**src/rtl/core/byte_ring_buffer_fifo_macros.svh**
```systemverilog
// ----------------------------------------------------------------------------
// Byte ring buffer FIFO assertion macros
// Concurrent checks sampled on clk, held off while rst_n is low.
// ----------------------------------------------------------------------------
`ifndef BYTE_RING_BUFFER_FIFO_MACROS_SVH
`define BYTE_RING_BUFFER_FIFO_MACROS_SVH

// Same-cycle implication.
`define BRBF_ASSERT_IMP(lbl, ante, cons, msg) \
  lbl: assert property (@(posedge clk) disable iff (!rst_n) (ante) |-> (cons)) \
    else $error(msg);

// Next-cycle implication.
`define BRBF_ASSERT_NXT(lbl, ante, cons, msg) \
  lbl: assert property (@(posedge clk) disable iff (!rst_n) (ante) |=> (cons)) \
    else $error(msg);

`endif

```
**src/rtl/core/brbf_pkg.sv**
```systemverilog
// ----------------------------------------------------------------------------
// Byte ring buffer FIFO package
// Payload structs, operation codes, controller states and command bundle.
// ----------------------------------------------------------------------------
`timescale 1ns / 1ps

package brbf_pkg;

  localparam int DATA_W  = 8;
  localparam int CFG_W   = 9;
  localparam int DROP_W  = 16;
  localparam int FUNC_W  = 2;

  localparam logic [FUNC_W-1:0] OP_WRITE = 2'd0;
  localparam logic [FUNC_W-1:0] OP_READ  = 2'd1;
  localparam logic [FUNC_W-1:0] OP_CLEAR = 2'd2;

  localparam logic [DROP_W-1:0] DROP_MAX = 16'hFFFF;

  typedef struct packed {
    logic [FUNC_W-1:0] func;
    logic [DATA_W-1:0] write_data;
    logic              burst_start;
  } in_item_t;

  typedef struct packed {
    logic [DATA_W-1:0] read_data;
    logic              status;
    logic [DATA_W-1:0] fill_count;
    logic [DATA_W-1:0] free_count;
    logic [DROP_W-1:0] drop_count;
  } out_item_t;

  typedef enum logic [1:0] {
    ST_IDLE,
    ST_EXEC,
    ST_RESP
  } state_t;

  typedef struct packed {
    logic load;   // capture the incoming beat
    logic exec;   // run the captured operation
  } brbf_cmd_t;

endpackage

```
**src/rtl/core/byte_ring_buffer_fifo.sv**
```systemverilog
// Result strobe: raised in the controller's result state, which follows the execute state entered on acceptance.
// Operations do not overlap: in the controller's execute state busy is high and no beat is taken.
// A new beat is taken in the same cycle its predecessor's result is on the port.
// Synchronous active-low reset: pointers and drop count zero, ring size 256 (capped at MAX_DEPTH).
// The ring store is not cleared; results cannot be held off by the receiver.
// ----------------------------------------------------------------------------
// Byte ring buffer FIFO
// Byte FIFO on a ring store with a configurable wrap point.
// ----------------------------------------------------------------------------
`timescale 1ns / 1ps

module byte_ring_buffer_fifo
  import brbf_pkg::*;
#(
  parameter int MAX_DEPTH = 256
) (
  input  logic             clk,
  input  logic             rst_n,
  input  logic             start,
  output logic             busy,
  input  in_item_t         in_item,
  output logic             out_valid,
  output out_item_t        out_item,
  input  logic             cfg_we,
  input  logic [CFG_W-1:0] cfg_wdata
);

  brbf_cmd_t cmd;

  brbf_ctrl u_ctrl (
    .clk       (clk),
    .rst_n     (rst_n),
    .start     (start),
    .busy      (busy),
    .out_valid (out_valid),
    .cmd       (cmd)
  );

  brbf_dpath #(
    .MAX_DEPTH (MAX_DEPTH)
  ) u_dpath (
    .clk       (clk),
    .rst_n     (rst_n),
    .cmd       (cmd),
    .in_item   (in_item),
    .cfg_we    (cfg_we),
    .cfg_wdata (cfg_wdata),
    .out_item  (out_item)
  );

endmodule

```
**src/rtl/core/brbf_ctrl.sv**
```systemverilog
// ----------------------------------------------------------------------------
// Byte ring buffer FIFO controller
// Sequences capture, execute and result strobe for each operation.
// ----------------------------------------------------------------------------
`timescale 1ns / 1ps
`include "byte_ring_buffer_fifo_macros.svh"

module brbf_ctrl
  import brbf_pkg::*;
(
  input  logic      clk,
  input  logic      rst_n,
  input  logic      start,
  output logic      busy,
  output logic      out_valid,
  output brbf_cmd_t cmd
);

  state_t state_r;
  state_t state_nxt;

  always_ff @(posedge clk) begin
    if (!rst_n) begin
      state_r <= ST_IDLE;
    end else begin
      state_r <= state_nxt;
    end
  end

  always_comb begin
    state_nxt = state_r;
    unique case (state_r)
      ST_IDLE: begin
        if (start) state_nxt = ST_EXEC;
      end
      ST_EXEC: begin
        state_nxt = ST_RESP;
      end
      ST_RESP: begin
        // take the next beat while the result is on the port
        state_nxt = start ? ST_EXEC : ST_IDLE;
      end
      default: begin
        state_nxt = ST_IDLE;
      end
    endcase
  end

  always_comb begin
    busy      = (state_r == ST_EXEC);
    out_valid = (state_r == ST_RESP);
    cmd.load  = start && (state_r != ST_EXEC);
    cmd.exec  = (state_r == ST_EXEC);
  end

  `BRBF_ASSERT_NXT(a_accept_runs, cmd.load, cmd.exec && busy, "accepted beat not executed")
  `BRBF_ASSERT_NXT(a_exec_strobes, cmd.exec, out_valid && !busy, "execute not followed by result")

endmodule

```
**src/rtl/core/brbf_dpath.sv**
```systemverilog
// ----------------------------------------------------------------------------
// Byte ring buffer FIFO datapath
// Ring store, pointers, drop counter, size register and result fields.
// ----------------------------------------------------------------------------
`timescale 1ns / 1ps
`include "byte_ring_buffer_fifo_macros.svh"

module brbf_dpath
  import brbf_pkg::*;
#(
  parameter int MAX_DEPTH = 256
) (
  input  logic             clk,
  input  logic             rst_n,
  input  brbf_cmd_t        cmd,
  input  in_item_t         in_item,
  input  logic             cfg_we,
  input  logic [CFG_W-1:0] cfg_wdata,
  output out_item_t        out_item
);

  localparam int PTR_W    = (MAX_DEPTH > 2) ? $clog2(MAX_DEPTH) : 1;
  localparam int SIZE_W   = $clog2(MAX_DEPTH + 1);
  localparam int CMP_W    = (SIZE_W > CFG_W) ? SIZE_W : CFG_W;
  localparam int SIZE_RST = (MAX_DEPTH < 256) ? MAX_DEPTH : 256;

  logic [DATA_W-1:0] ring_mem [MAX_DEPTH];

  in_item_t          item_r;
  logic [PTR_W-1:0]  wp_r,   wp_nxt;
  logic [PTR_W-1:0]  rp_r,   rp_nxt;
  logic [DROP_W-1:0] drop_r, drop_nxt;
  logic [SIZE_W-1:0] size_r, size_nxt;
  logic              status_r, status_nxt;
  logic [DATA_W-1:0] rdata_r;

  logic [SIZE_W-1:0] wp_inc;
  logic [SIZE_W-1:0] rp_inc;
  logic [PTR_W-1:0]  wp_adv;
  logic [PTR_W-1:0]  rp_adv;
  logic              full;
  logic              empty;
  logic [DROP_W-1:0] drop_base;
  logic [CMP_W-1:0]  cfg_ext;
  logic [SIZE_W-1:0] fill;
  logic [SIZE_W-1:0] space;
  logic              do_write;
  logic              do_read;

  // pointer advance with wrap at the configured size
  assign wp_inc = SIZE_W'(wp_r) + SIZE_W'(1);
  assign rp_inc = SIZE_W'(rp_r) + SIZE_W'(1);
  assign wp_adv = (wp_inc >= size_r) ? '0 : PTR_W'(wp_inc);
  assign rp_adv = (rp_inc >= size_r) ? '0 : PTR_W'(rp_inc);
  assign full   = (wp_adv == rp_r);
  assign empty  = (wp_r == rp_r);

  assign do_write = cmd.exec && (item_r.func == OP_WRITE) && !full;
  assign do_read  = cmd.exec && (item_r.func == OP_READ) && !empty;

  assign drop_base = item_r.burst_start ? '0 : drop_r;
  assign cfg_ext   = CMP_W'(cfg_wdata);

  always_ff @(posedge clk) begin
    if (cmd.load) item_r <= in_item;
  end

  always_ff @(posedge clk) begin
    if (do_write) ring_mem[wp_r] <= item_r.write_data;
  end

  // registered read port; a refused read returns zero
  always_ff @(posedge clk) begin
    if (do_read) begin
      rdata_r <= ring_mem[rp_r];
    end else if (cmd.exec) begin
      rdata_r <= '0;
    end
  end

  always_comb begin
    wp_nxt     = wp_r;
    rp_nxt     = rp_r;
    drop_nxt   = drop_r;
    size_nxt   = size_r;
    status_nxt = status_r;
    if (cfg_we) begin
      priority if (cfg_ext < CMP_W'(2)) begin
        size_nxt = SIZE_W'(2);
      end else if (cfg_ext > CMP_W'(MAX_DEPTH)) begin
        size_nxt = SIZE_W'(MAX_DEPTH);
      end else begin
        size_nxt = SIZE_W'(cfg_ext);
      end
      wp_nxt   = '0;
      rp_nxt   = '0;
      drop_nxt = '0;
    end else if (cmd.exec) begin
      status_nxt = 1'b0;
      unique case (item_r.func)
        OP_WRITE: begin
          if (full) begin
            status_nxt = 1'b1;
            drop_nxt   = (drop_base != DROP_MAX) ? drop_base + DROP_W'(1) : drop_base;
          end else begin
            wp_nxt   = wp_adv;
            drop_nxt = drop_base;
          end
        end
        OP_READ: begin
          if (empty) begin
            status_nxt = 1'b1;
          end else begin
            rp_nxt = rp_adv;
          end
        end
        OP_CLEAR: begin
          wp_nxt   = '0;
          rp_nxt   = '0;
          drop_nxt = '0;
        end
        default: begin
          // unused code: hold pointers and drop count; status clears
        end
      endcase
    end
  end

  always_ff @(posedge clk) begin
    if (!rst_n) begin
      wp_r     <= '0;
      rp_r     <= '0;
      drop_r   <= '0;
      size_r   <= SIZE_W'(SIZE_RST);
      status_r <= 1'b0;
    end else begin
      wp_r     <= wp_nxt;
      rp_r     <= rp_nxt;
      drop_r   <= drop_nxt;
      size_r   <= size_nxt;
      status_r <= status_nxt;
    end
  end

  // fill level from the settled pointers
  assign fill  = (wp_r >= rp_r) ? SIZE_W'(wp_r) - SIZE_W'(rp_r)
                                : size_r - SIZE_W'(rp_r) + SIZE_W'(wp_r);
  assign space = size_r - SIZE_W'(1) - fill;

  always_comb begin
    out_item.read_data  = rdata_r;
    out_item.status     = status_r;
    out_item.fill_count = DATA_W'(fill);
    out_item.free_count = DATA_W'(space);
    out_item.drop_count = drop_r;
  end

  `BRBF_ASSERT_IMP(a_wp_in_ring, 1'b1, SIZE_W'(wp_r) < size_r, "write pointer beyond ring")
  `BRBF_ASSERT_IMP(a_rp_in_ring, 1'b1, SIZE_W'(rp_r) < size_r, "read pointer beyond ring")
  `BRBF_ASSERT_NXT(a_full_holds_wp,
                   cmd.exec && !cfg_we && (item_r.func == OP_WRITE) && full,
                   wp_r == $past(wp_r) && status_r, "refused write moved pointer")

endmodule
```
**config.mk**
```make
export PLATFORM = sky130hd
export DESIGN_NAME = byte_ring_buffer_fifo
export DESIGN_NICKNAME = d
export VERILOG_FILES = /design/src/rtl/core/brbf_pkg.sv /design/src/rtl/core/byte_ring_buffer_fifo.sv /design/src/rtl/core/brbf_ctrl.sv /design/src/rtl/core/brbf_dpath.sv
export VERILOG_INCLUDE_DIRS = /design/src /design/src/rtl/core
export SDC_FILE = /design/constraint.sdc
export NUM_CORES = 2
export LEC_CHECK = 0
export BUFFER_PORTS_ARGS = -buffer_cell sky130_fd_sc_hd__buf_2
export CORE_MARGIN = 4
export CORE_UTILIZATION = 50
export CTS_CLUSTER_DIAMETER = 150
export DETAILED_ROUTE_END_ITERATION = 8
export GPL_TIMING_DRIVEN = 1
export PLACE_DENSITY = 0.66
export SETUP_SLACK_MARGIN = 0.1
export SYNTH_ARGS = -nofsm -noshare
export SYNTH_HDL_FRONTEND = slang
export SYNTH_SLANG_ARGS = --single-unit
```
**constraint.sdc**
```tcl
create_clock -name clk -period 10.62 [get_ports clk]
set_input_delay 3.186 -clock clk [delete_from_list [all_inputs] [get_ports clk]]
set_output_delay 3.186 -clock clk [all_outputs]
set_load 0.05 [all_outputs]
```
==> impl_metrics.json <==
{
  "status": "finished, final reports clean",
  "slowest_delay_ns": 0.54,
  "peakVddDrop_uv": 165,
  "cp.required_ns": 7.43,
  "synth_area_leaders": "edfxtp_1 75%, mux4_2 14%, nor2_1 1.3%, dfxtp_1 1.3%, a22o_1 0.92%",
  "cts-resized-gates": 0,
  "seq_area_frac_synth_pct": 75.9,
  "post-route-period-util_pct": 79.1,
  "synth_seq_cells": 2119,
  "drive_gt1_share_pct": 22.2,
  "antenna_found_initial": 5,
  "cp-end-kind": "output pin",
  "fill_cells": 12300,
  "cpLargestDelayFamily": "compound AO/OA/AOI/OAI gates",
  "timing.hold.ws_ns": 0.448,
  "multi_input_area_um2": 18900,
  "worst_slew_pin_slew_ns": 1.21,
  "synthCells": 4073,
  "fin_setup_tns_ns": 0,
  "path_cells": "inv_1 > ha_1 > nor2b_1 > o21ai_0 > nand2b_1 > a211o_1 > a31oi_1 > o21ai_0 > buf_4 > o21ai_0 > ha_1 > a21o_1 > a21oi_1 > o21bai_1 > a21oi_1 > o21ai_0 > xnor2_1 > xnor2_1 > buf_2",
  "cp_slowest_cell": "dfxtp_1",
  "final-max-slew-violation-count": 0,
  "antenna_cells": 0,
  "yosys_warnings": 0,
  "gp_congestion": 0.870,
  "start_kind": "flip-flop",
  "grt_use_total_pct": 22.4,
  "maxCapViolCount": 0,
  "critPathMaxFanout": 12,
  "die-width_um": 416,
  "synth_edf_count": 2067,
  "area_delta_synth_final_pct": 11.3,
  "timing.fmax_mhz": 119,
  "core_area_um2": 165000,
  "grt_pass1_vias": 41200,
  "cts_buffers": 205,
  "fin_crit_ns": 8.40,
  "totalWireLength_um": 193000,
  "yosysTopAreaCellShare_pct": 74.7,
  "rsz0062_at_grt": "false",
  "io_pins": 67,
  "routed_via_density": 6.31,
  "cp_num_buf_inv": 3,
  "reg2reg_slack_ns": 4.48,
  "async_flop_share_pct": 0,
  "wl_per_cell_um": 29.6,
  "wl_met2_um": 92900,
  "power.density_nw_per_um2": 179,
  "hold_path_class": "reg2reg",
  "port_buffers": 66,
  "ant_nets": 0,
  "clk_pin_slew_ns": 0.06,
  "syn-num-nets": 4152,
  "ctsHoldBuffers": 0,
  "root_buffer": "clkbuf_16",
  "ys.flop_type": "edfxtp_1",
  "htreeDepth": 4,
  "hpwl_um": 111000,
  "cts_tree": "done",
  "final_hold_viol_count": 0,
  "fin_skew_ns": 0.0406,
  "grt_start_max_net_pins": 193,
  "setup_viol": 0,
  "relSlewSlack_pct": 19.3,
  "grt_pass1_wl_um": 286000,
  "critPathArrivalTime_ns": 5.21,
  "cp_common_cell": "o21ai_0",
  "wl_met3_um": 17400,
  "nets": 4248,
  "seqCellArea_um2": 63100,
  "total_power_uw": 16600,
  "rows": 149,
  "clock_tree.buffer_depth": 3,
  "ys_types": 59,
  "wl_met1_um": 78800,
  "synth.avg_cell_area_um2": 20.4,
  "cts_sinks": 2119,
  "clock_latency_ns": 0.84,
  "post_cts_buffers": 0,
  "drc": 0,
  "start_util_pct": 50.3,
  "overflow": 0,
  "synth_area_um2": 83100,
  "post-synth-top-area-cell": "edfxtp_1",
  "route.vias.total": 41200,
  "leakage_uw": 0.0283,
  "drt-pass1-iter-count": 8,
  "dieHeight_um": 416,
  "drtIter0Drc": 4947,
  "top_layer": "met4",
  "die_area_um2": 173000,
  "path_class": "reg2out"
}
## flip-flops by register name, summed over array words and instances, names as in the netlist, named ones only
signal,count
u_ctrl.state_r,2
u_dpath.drop_r,16
u_dpath.ring_mem,2048
u_dpath.rp_r,8
u_dpath.wp_r,8
u_dpath.item_r,11
u_dpath.rdata_r,8
u_dpath.size_r,9
u_dpath.status_r,1
## per-layer routing
metal	global-route usage, %	vias up
met5	0	-
met4	5.63	0
met3	4.99	264
met2	34.9	1942
met1	32.7	21800
li1	-	17200
## cell usage in the layout (no fill, tap or decap), drive strengths merged, types with 5 or more instances in the layout
master	count
nor2b	15
or3	9
and3	6
o21ai	47
ha	46
mux2i	9
a21oi	77
nand4	9
o22ai	44
clkinvlp	7
clkinv	99
and2	8
or2	5
inv	61
xnor2	26
o311ai	6
xor2	5
clkbuf	251
or4	8
nand2b	15
nor4	5
mux4	512
fa	9
a221oi	80
edfxtp	2067
nand3	43
o211a	12
nor3	27
o211ai	18
nand2	69
a21o	14
a22oi	98
dfxtp	52
nor2	295
a22o	87
buf	137
bufinv	18
o31ai	9
## synth_stat cells (52+ instances only)
library cell	number
edfxtp_1	2067
dfxtp_1	52
a221oi_1	80
a22oi_1	97
buf_2	52
inv_1	52
clkbuf_1	165
nor2_1	295
a22o_1	87
a21oi_1	77
mux4_2	512
nand2_1	69
## report_power, final
group	internal (uW)	switching, uW
clock network	4060	3080
logic	39.6	212
registers	9190	6.17
total	13300	3300
## worst reg2reg max path, cell delays in order, from the launching register on
cell and delay [ns]:
dfxtp_1 0.47, ha_1 0.41, and3_1 0.43, nand2_1 0.20, nor2_1 0.16, ha_1 0.27, a21oi_1 0.14, o21ai_0 0.12
a211oi_1 0.23, buf_4 0.23, mux2i_1 0.23, a22oi_2 0.14, a21boi_2 0.72, nand3_2 0.96, nor2_1 1.05
## kinds of logic after synthesis
group,count (synthesis),share of synthesized area [%]
compound gates,520,4.59
xor+xnor,31,0.327
fa+ha+maj,55,0.909
buf+inv,300,1.44
flops,2119,75.9
mux,523,14.0
simple gates,525,2.79
## through the flow
step	setup WS, ns	area (um^2)	instances	utilization, %
2_1_floorplan	2.87	83100	4073	-
3_3_place_gp	3.10	85900	6151	52.0
3_5_place_dp	3.10	85900	6151	52.0
4_1_cts	2.16	92500	6535	56.0
5_1_grt	1.86	92500	6535	56.0
6_report	2.22	92500	6535	56.0
## area by class of cell
class | count | share of cell area [%]
clock buffers | 251 | 5.85
repair buffers | 137 | 1.08
clock inverters | 133 | 1.27
multi-input cells | 1654 | 20.4
well taps | 2189 | 2.96
inverters | 52 | 0.211
flip-flops and latches | 2119 | 68.2
## final timing paths
check / from / endpoint / depth (start not counted)
worst max-delay path: u_dpath.rp_r[2] / out_item[23] / 19
worst min-delay path: u_ctrl.state_r[0] / u_ctrl.state_r[0] / 1
worst max register to register: u_dpath.wp_r[1] / u_dpath.ring_mem[132][0] / 14
worst min register to register: u_ctrl.state_r[0] / u_ctrl.state_r[0] / 1
Note: power is estimated with default switching activity, not from simulation.
